### src/hw/rtl/line_segment_rasterizer_top_defines.svh
// Assertion macros shared by the line segment rasterizer modules.
`ifndef LINE_SEGMENT_RASTERIZER_TOP_DEFINES_SVH
`define LINE_SEGMENT_RASTERIZER_TOP_DEFINES_SVH
`ifndef SYNTHESIS
// Clocked check, masked while reset is asserted.
`define LSR_ASSERT(lbl, clk, rstn, prop) \
    lbl: assert property (@(posedge clk) disable iff (!rstn) prop) \
        else $error("assertion failed");
// Clocked check that also holds during reset.
`define LSR_ASSERT_ALWAYS(lbl, clk, prop) \
    lbl: assert property (@(posedge clk) prop) else $error("assertion failed");
`else
`define LSR_ASSERT(lbl, clk, rstn, prop)
`define LSR_ASSERT_ALWAYS(lbl, clk, prop)
`endif
`endif

### src/hw/rtl/lsr_pkg.sv
// Types, constants and helpers for the line segment rasterizer.
package lsr_pkg;

    localparam int CANVAS_SIZE = 64;
    localparam int COORD_W     = 6;
    localparam int CNT_W       = 3;   // counts the divider steps

    localparam logic [COORD_W-1:0] CANVAS_MAX = COORD_W'(CANVAS_SIZE - 1);

    typedef logic [COORD_W-1:0] t_coord;

    typedef struct packed {
        t_coord start_x;
        t_coord start_y;
        t_coord end_x;
        t_coord end_y;
    } t_segment;

    typedef struct packed {
        t_coord pixel_x;
        t_coord pixel_y;
        logic   last_pixel;
    } t_pixel;

    typedef struct packed {
        logic   go;
        t_coord dividend;
        t_coord divisor;
    } t_div_req;

    typedef struct packed {
        logic   done;
        t_coord quot;
        t_coord rem;
    } t_div_rsp;

    // saturate a coordinate onto the canvas
    function automatic t_coord clamp_coord(input t_coord c);
        return (c > CANVAS_MAX) ? CANVAS_MAX : c;
    endfunction

endpackage

### src/hw/rtl/lsr_div.sv
// Restoring divider, one quotient bit per cycle through one subtract/compare.
`include "line_segment_rasterizer_top_defines.svh"
module lsr_div (
    input  logic              i_clk,
    input  logic              i_rst_n,
    input  lsr_pkg::t_div_req i_req,
    output lsr_pkg::t_div_rsp o_rsp
);
    import lsr_pkg::*;

    logic             r_busy;
    logic             r_done;
    logic [CNT_W-1:0] r_cnt;
    t_coord           r_rem;
    t_coord           r_quo;
    t_coord           r_dvs;

    logic [COORD_W:0] trial;
    logic             ge;
    logic [COORD_W:0] diff;

    assign trial = {r_rem, r_quo[COORD_W-1]};
    assign ge    = (trial >= {1'b0, r_dvs});
    assign diff  = trial - {1'b0, r_dvs};

    always_ff @(posedge i_clk) begin
        if (!i_rst_n) begin
            r_busy <= 1'b0;
            r_done <= 1'b0;
            r_cnt  <= '0;
        end else begin
            r_done <= 1'b0;
            if (i_req.go) begin
                r_busy <= 1'b1;
                r_cnt  <= '0;
            end else if (r_busy) begin
                r_cnt <= r_cnt + CNT_W'(1);
                if (r_cnt == CNT_W'(COORD_W - 1)) begin
                    r_busy <= 1'b0;
                    r_done <= 1'b1;
                end
            end
        end
    end

    always_ff @(posedge i_clk) begin
        if (i_req.go) begin
            r_rem <= '0;
            r_quo <= i_req.dividend;
            r_dvs <= i_req.divisor;
        end else if (r_busy) begin
            r_rem <= ge ? diff[COORD_W-1:0] : trial[COORD_W-1:0];
            r_quo <= {r_quo[COORD_W-2:0], ge};
        end
    end

    assign o_rsp.done = r_done;
    assign o_rsp.quot = r_quo;
    assign o_rsp.rem  = r_rem;

    `LSR_ASSERT(a_go_starts, i_clk, i_rst_n, i_req.go |=> r_busy)
    `LSR_ASSERT(a_done_idle, i_clk, i_rst_n, r_done |-> !r_busy)
    `LSR_ASSERT(a_rem_below_divisor, i_clk, i_rst_n, r_done |-> (r_rem < r_dvs))

endmodule

### src/hw/rtl/line_segment_rasterizer_top.sv
// Line segment rasterizer: emits the pixels covered by one segment, one per cycle.
// Vertical segment: rows lo to hi-1, first pixel in the cycle after the start word.
// Other segments: |dy| / dx in the divider, then dx+1 pixels, one per cycle.
// busy stays high through the last pixel cycle.
// Results are strobed on o_valid for one cycle each; the receiver cannot stall them.
// Synchronous active-low reset idles the sequencer; the walk registers are not reset.
`include "line_segment_rasterizer_top_defines.svh"
module line_segment_rasterizer_top (
    input  logic              i_clk,
    input  logic              i_rst_n,
    input  logic              start,
    input  lsr_pkg::t_segment i_segment,
    output logic              busy,
    output logic              o_valid,
    output lsr_pkg::t_pixel   o_pixel
);
    import lsr_pkg::*;

    typedef enum logic [2:0] {
        S_IDLE = 3'b001,
        S_DIV  = 3'b010,
        S_RUN  = 3'b100
    } t_state;

    t_state r_state, n_state;

    // walk registers
    logic   r_vert;   // vertical segment: step y only
    logic   r_neg;    // slope is negative
    t_coord r_x;      // current column
    t_coord r_y;      // current row
    t_coord r_end;    // last column, or row bound for a vertical segment
    t_coord r_d;      // dx
    t_coord r_qs;     // whole part of slope, mod 2^COORD_W
    t_coord r_rs;     // fractional part of slope, in units of 1/dx
    t_coord r_r;      // running remainder

    t_coord   xa, ya, xb, yb;
    t_coord   x0, y0, x1, y1;
    t_coord   lo, hi;
    logic     accept;
    logic     swap;
    t_div_req div_req;
    t_div_rsp div_rsp;

    logic [COORD_W:0] rsum;
    logic [COORD_W:0] rdiff;
    logic             carry;
    logic             last;

    assign accept = start && !busy;

    // saturate and order the endpoints
    always_comb begin
        xa   = clamp_coord(i_segment.start_x);
        ya   = clamp_coord(i_segment.start_y);
        xb   = clamp_coord(i_segment.end_x);
        yb   = clamp_coord(i_segment.end_y);
        swap = (xb < xa);
        x0   = swap ? xb : xa;
        y0   = swap ? yb : ya;
        x1   = swap ? xa : xb;
        y1   = swap ? ya : yb;
        lo   = (ya < yb) ? ya : yb;
        hi   = (ya < yb) ? yb : ya;
    end

    // divider gets |dy| / dx the cycle the word is taken
    always_comb begin
        div_req.go       = accept && (xa != xb);
        div_req.dividend = (y1 < y0) ? (y0 - y1) : (y1 - y0);
        div_req.divisor  = x1 - x0;
    end

    lsr_div u_div (
        .i_clk   (i_clk),
        .i_rst_n (i_rst_n),
        .i_req   (div_req),
        .o_rsp   (div_rsp)
    );

    // remainder walk: y advances by qs plus a carry when the fraction wraps
    assign rsum  = {1'b0, r_r} + {1'b0, r_rs};
    assign carry = (rsum >= {1'b0, r_d});
    assign rdiff = rsum - {1'b0, r_d};
    assign last  = r_vert ? (r_y == r_end - COORD_W'(1)) : (r_x == r_end);

    always_comb begin
        n_state = r_state;
        unique case (r_state)
            S_IDLE: begin
                if (accept) begin
                    if (xa != xb)      n_state = S_DIV;
                    else if (lo != hi) n_state = S_RUN;
                end
            end
            S_DIV: begin
                if (div_rsp.done) n_state = S_RUN;
            end
            S_RUN: begin
                if (last) n_state = S_IDLE;
            end
            default: n_state = S_IDLE;
        endcase
    end

    always_ff @(posedge i_clk) begin
        if (!i_rst_n) begin
            r_state <= S_IDLE;
        end else begin
            r_state <= n_state;
        end
    end

    always_ff @(posedge i_clk) begin
        if (accept) begin
            r_vert <= (xa == xb);
            r_neg  <= (y1 < y0);
            r_x    <= (xa == xb) ? xa : x0;
            r_y    <= (xa == xb) ? lo : y0;
            r_end  <= (xa == xb) ? hi : x1;
            r_d    <= x1 - x0;
            r_r    <= '0;
        end else if (r_state == S_DIV && div_rsp.done) begin
            // floor division for a negative slope
            if (!r_neg) begin
                r_qs <= div_rsp.quot;
                r_rs <= div_rsp.rem;
            end else if (div_rsp.rem == '0) begin
                r_qs <= -div_rsp.quot;
                r_rs <= '0;
            end else begin
                r_qs <= ~div_rsp.quot;
                r_rs <= r_d - div_rsp.rem;
            end
        end else if (r_state == S_RUN) begin
            if (r_vert) begin
                r_y <= r_y + COORD_W'(1);
            end else begin
                r_x <= r_x + COORD_W'(1);
                r_y <= r_y + r_qs + {{(COORD_W-1){1'b0}}, carry};
                r_r <= carry ? rdiff[COORD_W-1:0] : rsum[COORD_W-1:0];
            end
        end
    end

    assign busy               = (r_state != S_IDLE);
    assign o_valid            = (r_state == S_RUN);
    assign o_pixel.pixel_x    = r_x;
    assign o_pixel.pixel_y    = r_y;
    assign o_pixel.last_pixel = last;

    `LSR_ASSERT_ALWAYS(a_valid_busy, i_clk, o_valid |-> busy)
    `LSR_ASSERT(a_last_ends, i_clk, i_rst_n, (o_valid && o_pixel.last_pixel) |=> !busy)
    `LSR_ASSERT(a_div_quiet, i_clk, i_rst_n, (r_state == S_DIV) |-> !o_valid)
    `LSR_ASSERT(a_done_in_div, i_clk, i_rst_n, div_rsp.done |-> (r_state == S_DIV))

endmodule
### config.mk
export PLATFORM = sky130hd
export DESIGN_NAME = line_segment_rasterizer_top
export DESIGN_NICKNAME = d
export VERILOG_FILES = /design/src/hw/rtl/lsr_pkg.sv /design/src/hw/rtl/lsr_div.sv /design/src/hw/rtl/line_segment_rasterizer_top.sv
export VERILOG_INCLUDE_DIRS = /design/src /design/src/hw/rtl
export SDC_FILE = /design/constraint.sdc
export NUM_CORES = 1
export LEC_CHECK = 0
export ABC_AREA = 1
export BUFFER_PORTS_ARGS = -buffer_cell sky130_fd_sc_hd__buf_2
export CAP_MARGIN = 20
export CORE_MARGIN = 1
export CORE_UTILIZATION = 56
export DETAILED_ROUTE_END_ITERATION = 7
export PLACE_DENSITY = 0.78
export SLEW_MARGIN = 20
export SYNTH_ARGS = -nofsm -noshare
export SYNTH_HDL_FRONTEND = slang
export SYNTH_HIERARCHICAL = 1
export SYNTH_SLANG_ARGS = --single-unit
### constraint.sdc
create_clock -name i_clk -period 3.95 [get_ports i_clk]
set_clock_uncertainty 0.15 [all_clocks]
set_input_delay 0.395 -clock i_clk [delete_from_list [all_inputs] [get_ports i_clk]]
set_output_delay 0.395 -clock i_clk [all_outputs]
set_load 0.01 [all_outputs]
# Word level (Yosys, flattened, before mapping)
# Index checks and enable logic that the tools add are counted.
# Widths: inputs -> output; s select.
[classes]
n_addsub = 14
multipliers = 0
div_mod_pow = 0
n_lt_le_gt_ge = 9
eq_ne = 16
shift = 0
n_mux = 41
bitwise_logic = 6
n_reduce_logical = 14
[ops]
columns = ["op", "count"]
rows = [
  ["$mux 6", 30],
  ["$sub 6x6->6", 6],
  ["$gt 6x6->1 const B", 4],
  ["$eq 6x6->1", 3],
  ["$lt 6x6->1", 3],
  ["$mux 3", 5],
  ["$ge 7x6->1", 2],
  ["$add 6x1->6 const B", 2],
  ["$ne 6x6->1", 2],
  ["$pmux 3 s3", 1],
  ["$add 6x6->7", 1],
  ["$add 6x1->6", 1],
  ["$add 6x6->6", 1],
  ["$eq 3x3->1 const B", 2],
  ["$logic_not 6->1", 1],
  ["$ne 2x1->1 const B", 3],
  ["$neg 6->6", 1],
  ["$not 6->6", 1],
  ["$reduce_and 3->1", 2],
  ["$sub 6x1->6 const B", 1],
  ["$mux 1", 5],
  ["$not 1->1", 5],
  ["$ne 2x2->1 const B", 2],
  ["$reduce_and 2->1", 2],
  ["other kinds (11)", 14],
]
[totals]
regBits = 70
latch_bits = 0
ramBits = 0
romBits = 0
input_bits = 27
out_inout_bits = 15
wordCells = 116
mem_count = 0

# Logic depth before layout (Yosys ltp)
# Gate-level depths: netlist (run 1).
[depth]
depth_word = 9
ltp_mapped = 28
depth_no_buf = 26

# Hierarchy
# Netlist (run 1), hierarchy kept.
[modules_own_cells]
columns = ["mod", "n_inst", "cells_each", "area_per_inst_um2", "seq_area_each_um2"]
rows = [
  ["line_segment_rasterizer_top", 1, 695, 4833.4, 1321.3],
  ["lsr_div", 1, 159, 1365.1, 580.6],
]

# Worst setup path before layout (run 1)
# OpenSTA, ideal clock, no wires.
[synth_timing]
kind = "register -> register"
startpoint = "reg r_rs[0]"
endpoint = "reg r_y[4], data pin"
setup_time_ns = 0.267
arrival_ns = 3.581
t_required_ns = 3.533
slack_ns = -0.048
stages_incl_launch_ff = 25
path_buffers = 0
synth_period_minus_slack_ns = 3.998
cell_sequence = "edfxtp_1 -> ha_1 -> inv_1 -> fa_1 -> o31ai_1 -> xor2_1 -> inv_1 -> ha_1 -> nand2_1 -> inv_1 -> nand4_1 -> nand3_1 -> o21ai_1 -> nand2_1 -> inv_2 -> fa_1 -> fa_1 -> inv_1 -> nand2_1 -> nand2_1 -> nand2_1 -> a21oi_1 -> o22ai_1 -> nand2_1 -> o211ai_1"
[synth_between]
elab_chain_cells = 7
[synth_rtl]
columns = ["element", "line", "source"]
rows = [
  ["start, declared", "line_segment_rasterizer_top.sv:35", "t_coord r_rs;"],
  ["start signal, assigned", "line_segment_rasterizer_top.sv:128", "r_rs <= div_rsp.rem;"],
  ["start signal, assigned", "line_segment_rasterizer_top.sv:134", "r_rs <= r_d - div_rsp.rem;"],
  ["$add 6x6->7", "line_segment_rasterizer_top.sv:83", "assign rsum = {1'b0, r_r} + {1'b0, r_rs};"],
  ["$ge 7x6->1", "line_segment_rasterizer_top.sv:84", "assign carry = (rsum >= {1'b0, r_d});"],
  ["$add 6x1->6", "line_segment_rasterizer_top.sv:141", "r_y <= r_y + r_qs + {{(COORD_W-1){1'b0}}, carry};"],
  ["$mux 6", "line_segment_rasterizer_top.sv:137", "if (r_vert) begin"],
  ["$mux 6", "line_segment_rasterizer_top.sv:136", "end else if (r_state == S_RUN) begin"],
  ["$mux 6", "line_segment_rasterizer_top.sv:124", "end else if (r_state == S_DIV && div_rsp.done) begin"],
  ["$mux 6", "line_segment_rasterizer_top.sv:116", "if (accept) begin"],
  ["end signal, assigned", "line_segment_rasterizer_top.sv:120", "r_y <= (xa == xb) ? lo : y0;"],
  ["end signal, assigned", "line_segment_rasterizer_top.sv:138", "r_y <= r_y + COORD_W'(1);"],
  ["end signal, assigned", "line_segment_rasterizer_top.sv:141", ""],
  ["end, declared", "line_segment_rasterizer_top.sv:31", "t_coord r_y;"],
]
# No other way between the ends. The select of a mux whose other input is x is not followed.
# A chain may end at the register's enable or synchronous reset.

# Final worst setup path (run 1)
# Ends and elaborated chain as after synthesis.

==> results.yml, run 1 <==
grt:
  grt_antenna_before_repair: 0
  grt_pass1_wl_mm: 23.3
  grt_max_degree: 23
  overflow: 0
  grt_pass1_vias: 4995
  grt_usage: 0.262
setup_path:
  crit_chain: "ha_4, inv_2, fa_2, o31ai_4, xor2_1, inv_1, ha_4, buf_4, inv_1, nor2_2, o21ai_2, nand2_2, inv_2, fa_2, fa_2, inv_2, nand2_2, nand2_2, nand2_2, a21oi_2, o22ai_2, nand2_1, o211ai_1"
  cp-end-kind: "flip-flop"
  rrSetupSlack_ns: -0.05
  r2r-start: "r_rs[0]$_DFFE_PP_"
  path_class: "flip-flop to flip-flop"
  cp_common_cell: "nand2_2"
  r2r_cells: 23
  slowest_delay_ns: 0.38
  r2r_end: "r_y[4]$_DFFE_PP_"
  cp.arrival_ns: 3.94
  required_ns: 3.89
  setup.worst_path.start_class: "flip-flop"
  worstSetupStartpoint: "r_rs[0]$_DFFE_PP_"
  critPathMaxFanout: 2
  crit_slowest_cell: "fa_2"
timing:
  setup_ws_ns: -0.0515
  timing.fmax_ghz: 0.250
  drv_slew: 0
  slew-limit-headroom: 0.311
  grt_setup_unrepaired: "true"
  whs_ns: 0.142
  tightest_slew_ns: 1.03
  finalCriticalPeriod_ns: 4.00
  finalHoldViolCount: 0
  setup_viol_count_final: 1
  period_share: 1.01
layout:
  fillers: 969
  area_growth_pct: 10.6
  layout_commonest_cell: "nand2_1"
  final_util: 0.635
  fin_nets: 992
  antenna_cells: 0
  final_cell_mix: "nand2_1 (221), inv_1 (148), ha_1 (56)"
  drive_gt1_frac: 0.129
clock_network:
  htree_levels: 3
  ctsHoldBuffers: 0
  ctsRootBufferMaster: "clkbuf_8"
  clk_pin_slew_ns: 0.07
  clock_latency_ns: 0.35
  cts_tree: "done"
  cts_buffers: 9
  cts-root-to-sink-buffers: 2
  clock-sinks: 70
floorplan:
  dieArea_um2: 11500
  dieWidth_um: 107
  ioPinCount: 42
  placeableCoreArea_um2: 10800
  initial_core_util: 0.574
  die_y_um: 107
  rows: 38
outcome:
  failed_checks: "negative setup slack"
  status: "finished with violations"
synthesis:
  synth.avg_cell_area_um2: 7.26
  synth_edf_count: 50
  synth_cell_types: 44
  synthFlopType: "edfxtp_1"
  syn_nets: 947
  ys_warn_count: 6
  syn_inst: 854
  syn_area_um2: 6200
  postSynthRegisterBits: 70
  synth-seq-area-share: 0.307
  async_flop_share: 0
pwr:
  power_density_nw_per_um2: 517
  p_leak_nw: 3.49
  ir_drop_mv: 0.279
detailed_routing:
  wl_mm: 14.3
  drc: 0
  vias: 5647
  dr.pass1.iters: 5
  vias_per_cell: 5.41
  wl_per_cell_um: 13.7
  antenna_left: 0
  drt_iter0_markers: 516
min_path:
  hp-class: "input pin to flip-flop"
  hold_start: "i_rst_n"
  holdPathStages: 3
  holdPathEnd: "r_state[2]$_SDFFE_PN0P_"
job:
  maxCapViolCount: 0
place:
  portBuffers: 41
  dp_hpwl_mm: 11.3
  gp_congestion: 0.912
## repair_timing
action	CTS	global route
buffers inserted	0	1
gates resized for setup	5	18
setup endpoints to repair	2	5
pin swaps	3	11
## Yosys cell counts, types with 4 or more instances
master | n | area (um^2)
a21o_1 | 4 | 30.0
nand2_1 | 226 | 848
o21ai_0 | 34 | 170
nand2_4 | 4 | 45.0
nand3_1 | 45 | 225
inv_1 | 151 | 567
a21oi_1 | 44 | 220
buf_2 | 6 | 30.0
edfxtp_1 | 50 | 1500
fa_1 | 8 | 160
inv_2 | 4 | 15.0
nand3b_1 | 7 | 52.6
nand2_2 | 5 | 31.3
nand4_1 | 13 | 81.3
o211ai_1 | 10 | 75.1
ha_1 | 58 | 726
dfxtp_1 | 20 | 400
clkbuf_1 | 14 | 52.6
a31oi_1 | 6 | 37.5
o21ai_1 | 14 | 70.1
xnor2_1 | 11 | 96.3
xor2_1 | 18 | 158
nor2_1 | 54 | 203
nor3_1 | 9 | 45.0
o22ai_1 | 4 | 25.0
## through the flow
stage	TNS (ns)	std cells	cell area, um^2	setup WS, ns	total power [mW]
6_report	-0.0515	1044	6850	-0.0515	3.55
5_1_grt	-0.755	1044	6850	-0.283	3.86
4_1_cts	0	1043	6770	0.000171	3.51
3_5_place_dp	-0.154	1027	6580	-0.134	2.95
3_3_place_gp	0	1027	6580	0.0140	2.92
2_1_floorplan	0	854	6200	0.00780	2.53
## sequential cells by signal, summed over array words and instances, names as in the netlist, 3 cells and up
name         count
r_rs             6
r_x              6
r_qs             6
u_div/r_quo      6
r_end            6
r_d              6
u_div/r_cnt      3
u_div/r_rem      6
u_div/r_dvs      6
r_r              6
r_state          3
r_y              6
## report_power, final
group          internal (mW)  switching [mW]
Combinational          0.705            1.13
Sequential              1.00           0.160
Clock                  0.290           0.256
## how the worst max path moves through the flow
stage	to	slack, ns
after CTS	r_y[4]$_DFFE_PP_	0.0002
after global placement	r_y[4]$_DFFE_PP_	0.01
after detailed placement	r_y[4]$_DFFE_PP_	-0.13
after floorplan	r_y[4]$_DFFE_PP_	0.008
final	r_y[4]$_DFFE_PP_	-0.05
after global routing	r_y[4]$_DFFE_PP_	-0.28
## logic make-up (layout without fill, tap and decap cells)
| family | count (synthesis) | after routing | synth area share |
|---|---|---|---|
| flops | 70 | 70 | 0.307 |
| buf+inv | 180 | 230 | 0.114 |
| simple gates | 375 | 375 | 0.269 |
| fa+ha+maj | 66 | 66 | 0.143 |
| xor+xnor | 29 | 29 | 0.0410 |
| compound gates | 134 | 134 | 0.126 |
## metal layers
layer  track usage  part of all wire  vias to the layer above
li1              -                 -                     2859
met4        0.0763             0.014                        0
met1         0.370              0.48                     2603
met3        0.0432             0.059                       18
met2         0.413              0.45                      167
met5             0                 0                        -
## final cells by class
class | count | area [um^2] | share of cell area
inverter | 156 | 586 | 0.0854
multi-input combinational | 604 | 3680 | 0.537
timing repair buffer | 58 | 333 | 0.0486
sequential | 70 | 1900 | 0.278
tap | 140 | 175 | 0.0256
clock buffer | 13 | 139 | 0.0203
clock inverter | 3 | 38.8 | 0.00566
## critical path, delay by kind of cell, from the launching register on
kind | cells | cell delay (ns)
fa+ha+maj | 5 | 1.54
compound gates | 5 | 0.58
simple gates | 6 | 0.46
buf+inv | 6 | 0.44
flops | 1 | 0.37
xor+xnor | 1 | 0.21
Note: power is estimated with default switching activity, not from simulation.
==> run 2: changes to the inputs <==
- CORE_MARGIN: 1 -> 10
- CTS_CLUSTER_SIZE: default -> 30
==> results.yml, run 2 (same netlist as run 1, synthesis figures left out) <==
outcome:
  status: "finished with violations"
  failed_checks: "negative setup slack"
min_path:
  hp-class: "input pin to flip-flop"
timing:
  tightest_slew_ns: 0.669
  finalHoldViolCount: 0
  timing.fmax_ghz: 0.250
  tns_ns: -0.0508
  finalCriticalPeriod_ns: 4.00
  period_share: 1.01
  setup_ws_ns: -0.0508
  grt_setup_unrepaired: "true"
  slew-limit-headroom: 0.551
  drv_slew: 0
  setup_viol_count_final: 1
detailed_routing:
  drt-met1-wl_mm: 6.81
  drt_iter0_markers: 502
  vias_per_cell: 5.41
  drc: 0
  wl_mm: 14.9
  top_layer: "met4"
  wl_per_cell_um: 14.3
  dr_wl_met2_mm: 6.89
  wl_met3_mm: 1.04
  antenna_left: 0
  dr.pass1.iters: 5
  vias: 5668
grt:
  grt_usage: 0.185
  grt_antenna_before_repair: 0
  grt_pass1_wl_mm: 24.6
  grt_pass1_vias: 5304
  overflow: 0
  grt_max_degree: 23
place:
  dp.cells: 1028
  placed_area_um2: 6590
  gp_congestion: 0.942
  pre_cts_slack_ns: -0.179
  dp_hpwl_mm: 11.8
  portBuffers: 41
floorplan:
  initial_core_util: 0.572
  ioPinCount: 42
  die_y_um: 125
  rows: 38
  dieWidth_um: 125
  dieArea_um2: 15700
  placeableCoreArea_um2: 10800
layout:
  fin_nets: 996
  layout_commonest_cell: "nand2_1"
  final_cell_mix: "nand2_1 (221), inv_1 (148), ha_1 (54)"
  area_growth_pct: 11.3
  antenna_cells: 0
  finish.instance_area_um2: 6900
  drive_gt1_frac: 0.141
  instances_no_fill: 1048
clock_network:
  clock_latency_ns: 0.36
  ctsRootBufferMaster: "clkbuf_8"
  htree_levels: 3
  cts-root-to-sink-buffers: 2
  cts_tree: "done"
  clock-sinks: 70
  clk_pin_slew_ns: 0.08
  cts_buffers: 9
setup_path:
  required_ns: 3.88
  critPathMaxFanout: 2
  setup.worst_path.start_class: "flip-flop"
  cp.arrival_ns: 3.93
  path_class: "flip-flop to flip-flop"
  cp-end-kind: "flip-flop"
pwr:
  power_density_nw_per_um2: 517
  p_leak_nw: 3.50
  ir_drop_mv: 0.224
job:
  maxCapViolCount: 0
[run 2: per-stage QoR]
stage	power [mW]	hold slack [ns]	utilization
after floorplan	2.53	0.280	-
after global placement	2.94	0.296	0.608
after detailed placement	2.98	0.300	0.608
after CTS	3.53	0.114	0.626
after global routing	3.89	0.126	0.636
final	3.57	0.129	0.636
[run 2: critical path, cell delays in order (launching register included)]
cell and delay, ns:
edfxtp_1 0.37, ha_4 0.14, inv_2 0.04, fa_2 0.38
o31ai_4 0.18, xor2_1 0.16, inv_1 0.10, ha_4 0.27
nand2_2 0.05, inv_2 0.05, nand4_1 0.09, nand3_2 0.11
o21ai_2 0.06, nand2_2 0.08, inv_2 0.05, fa_2 0.37
fa_2 0.36, inv_2 0.08, nand2_2 0.06, nand2_2 0.07
nand2_2 0.06, a21oi_2 0.17, o22ai_2 0.09, nand2_1 0.10
o211ai_1 0.10
[run 2: repair_timing]
item	in CTS	in global routing
gates resized for setup	5	19
setup buffers	0	3
pin swaps	2	13
setup endpoints to repair	2	3
hold buffers	0	0
[run 2: report_power, final]
part / switching [mW] / internal (mW) / total [mW]
Sequential: 0.163 / 1.00 / 1.17
Clock: 0.309 / 0.236 / 0.545
Combinational: 1.14 / 0.717 / 1.85
[run 2: path summary, 6_finish.rpt]
path / from / end / slack [ns] / cells after the start
worst max-delay path: r_rs[0]$_DFFE_PP_ / r_y[4]$_DFFE_PP_ / -0.05 / 24
worst min-delay path: i_rst_n / r_state[2]$_SDFFE_PN0P_ / 0.13 / 3
worst max register to register: r_rs[0]$_DFFE_PP_ / r_y[4]$_DFFE_PP_ / -0.05 / 24
worst min register to register: r_r[3]$_SDFFE_PP0P_ / r_r[3]$_SDFFE_PP0P_ / 0.31 / 2
[run 2: routing by layer]
layer  vias to the layer above  GRT usage
met5                         -          0
met4                         0     0.0522
met3                        19     0.0346
met2                       171      0.298
met1                      2611      0.248
li1                       2867          -
[run 2: cell type report]
type	instances	area, um^2
timing repair buffer	62	363
fill	959	3940
clock buffer	9	124
sequential	70	1900
inverter	156	586
clock inverter	7	57.6
tap	140	175
multi-input combinational	604	3690
==> run 3: changes to the inputs <==
==> constraint.sdc (replaced) <==
create_clock -name i_clk -period 3.95 [get_ports i_clk]
set_clock_uncertainty 0.15 [all_clocks]
set_input_delay 0.1975 -clock i_clk [delete_from_list [all_inputs] [get_ports i_clk]]
set_output_delay 0.1975 -clock i_clk [all_outputs]
set_load 0.01 [all_outputs]
==> results.yml, run 3 (same netlist as run 1, synthesis figures left out) <==
setup_path:
  critPathMaxFanout: 3
  r2r-start: "r_rs[0]$_DFFE_PP_"
  cp.arrival_ns: 3.80
  r2r_cells: 24
  cp-end-kind: "flip-flop"
  path_class: "flip-flop to flip-flop"
  rrSetupSlack_ns: 0.09
  required_ns: 3.89
  r2r_end: "r_y[4]$_DFFE_PP_"
  setup.worst_path.start_class: "flip-flop"
clock_network:
  cts_tree: "done"
  clock_latency_ns: 0.36
  ctsRootBufferMaster: "clkbuf_8"
  clock-sinks: 70
  htree_levels: 3
  cts_buffers: 9
  clk_pin_slew_ns: 0.09
  cts-root-to-sink-buffers: 2
detailed_routing:
  vias_per_cell: 5.41
  antenna_left: 0
  drc: 0
  drt_iter0_markers: 572
  dr.pass1.iters: 7
  wl_mm: 14.9
  vias: 5637
  wl_per_cell_um: 14.3
place:
  portBuffers: 41
  gp_congestion: 0.911
  dp.cells: 1023
  dp_hpwl_mm: 11.7
  pre_cts_slack_ns: -0.159
min_path:
  hold_start: "start"
  hp-class: "input pin to flip-flop"
  holdPathStages: 5
  holdPathEnd: "r_state[0]$_SDFFE_PN1P_"
layout:
  area_growth_pct: 10.9
  seq_area_um2: 1900
  final_cell_mix: "nand2_1 (220), inv_1 (148), ha_1 (54)"
  layout_commonest_cell: "nand2_1"
  instances_no_fill: 1042
  fillers: 953
  antenna_cells: 0
  drive_gt1_frac: 0.135
  multi_input_area_um2: 3700
  fin_nets: 990
  final_util: 0.634
grt:
  grt_pass1_wl_mm: 24.6
  overflow: 0
  grt_pass1_vias: 5143
  grt_usage: 0.185
  grt_antenna_before_repair: 0
  grt_max_degree: 23
timing:
  grt_setup_unrepaired: "true"
  setup_viol_count_final: 0
  slew-limit-headroom: 0.512
  drv_slew: 0
  tightest_slew_ns: 0.726
  setup_ws_ns: 0.0898
  whs_ns: 0.0937
  tns_ns: 0
  timing.fmax_ghz: 0.259
  finalCriticalPeriod_ns: 3.86
  period_share: 0.977
  finalHoldViolCount: 0
pwr:
  p_leak_nw: 3.48
  power_density_nw_per_um2: 522
  ir_drop_mv: 0.297
floorplan:
  rows: 38
  initial_core_util: 0.572
  placeableCoreArea_um2: 10800
  dieArea_um2: 15700
  dieWidth_um: 125
  ioPinCount: 42
  die_y_um: 125
job:
  maxCapViolCount: 0
outcome:
  status: "complete, no violations"
==> run 3: repair_timing <==
item / 4_1_cts / 5_1_grt
buffers inserted: 0 / 2
endpoints found under the setup margin: 2 / 2
hold buffers: 1 / 0
hold endpoints to repair: 4 / 0
gates resized for setup: 6 / 19
pin swaps: 2 / 9
==> run 3: worst max-delay path by stage <==
| stage | startpoint | end | slack, ns | cells after the start |
|---|---|---|---|---|
| after floorplan | r_rs[0]$_DFFE_PP_ | r_y[4]$_DFFE_PP_ | 0.008 | 24 |
| after global placement | r_rs[0]$_DFFE_PP_ | r_y[4]$_DFFE_PP_ | -0.03 | 24 |
| after detailed placement | r_r[0]$_SDFFE_PP0P_ | r_y[4]$_DFFE_PP_ | -0.16 | 24 |
| after CTS | r_rs[0]$_DFFE_PP_ | r_y[4]$_DFFE_PP_ | 0.005 | 24 |
| after global routing | r_rs[0]$_DFFE_PP_ | r_y[4]$_DFFE_PP_ | -0.11 | 24 |
| final | r_rs[0]$_DFFE_PP_ | r_y[4]$_DFFE_PP_ | 0.09 | 24 |
==> run 3: worst max-delay path, cell delays in order (launching register included) <==
cell and delay, ns:
edfxtp_1 0.37, ha_4 0.15, inv_2 0.04, fa_2 0.37, o31ai_2 0.21, xor2_1 0.16, inv_1 0.09, ha_4 0.29
nand2_2 0.05, inv_2 0.05, nand4_1 0.08, nand3_2 0.10, o21ai_2 0.06, nand2_2 0.08, inv_2 0.04, fa_2 0.34
fa_2 0.34, inv_2 0.08, nand2_4 0.05, nand2_2 0.07, nand2_2 0.06, a21oi_2 0.13, o22ai_1 0.08, nand2_1 0.09
o211ai_1 0.08
==> run 3: layer usage <==
layer,global-route usage,up-vias,share of wire
met1,0.256,2572,0.47
met4,0.0549,0,0.010
met2,0.290,189,0.46
li1,-,2863,-
met3,0.0321,13,0.065
met5,0,-,0
==> run 3: area by class of cell <==
| type | count | area share |
|---|---|---|
| multi-input cells | 604 | 0.539 |
| flip-flops and latches | 70 | 0.277 |
| inverters | 156 | 0.0852 |
| repair buffers | 56 | 0.0472 |
| well taps | 140 | 0.0255 |
| clock buffers | 9 | 0.0180 |
| clock inverters | 7 | 0.00837 |
==> run 3: metrics by stage <==
| stage | total power, mW | instance area, um^2 |
|---|---|---|
| 2_1_floorplan | 2.53 | 6200 |
| 3_3_place_gp | 2.93 | 6550 |
| 3_5_place_dp | 2.97 | 6550 |
| 4_1_cts | 3.54 | 6770 |
| 5_1_grt | 3.91 | 6870 |
| 6_report | 3.59 | 6870 |
==> run 3: where the power goes <==
part | total [mW] | switching, mW | leakage, nW | internal (mW)
clock network | 0.545 | 0.309 | 0.0881 | 0.236
logic | 1.87 | 1.16 | 2.76 | 0.708
registers | 1.17 | 0.167 | 0.636 | 1.00
total | 3.59 | 1.64 | 3.48 | 1.95
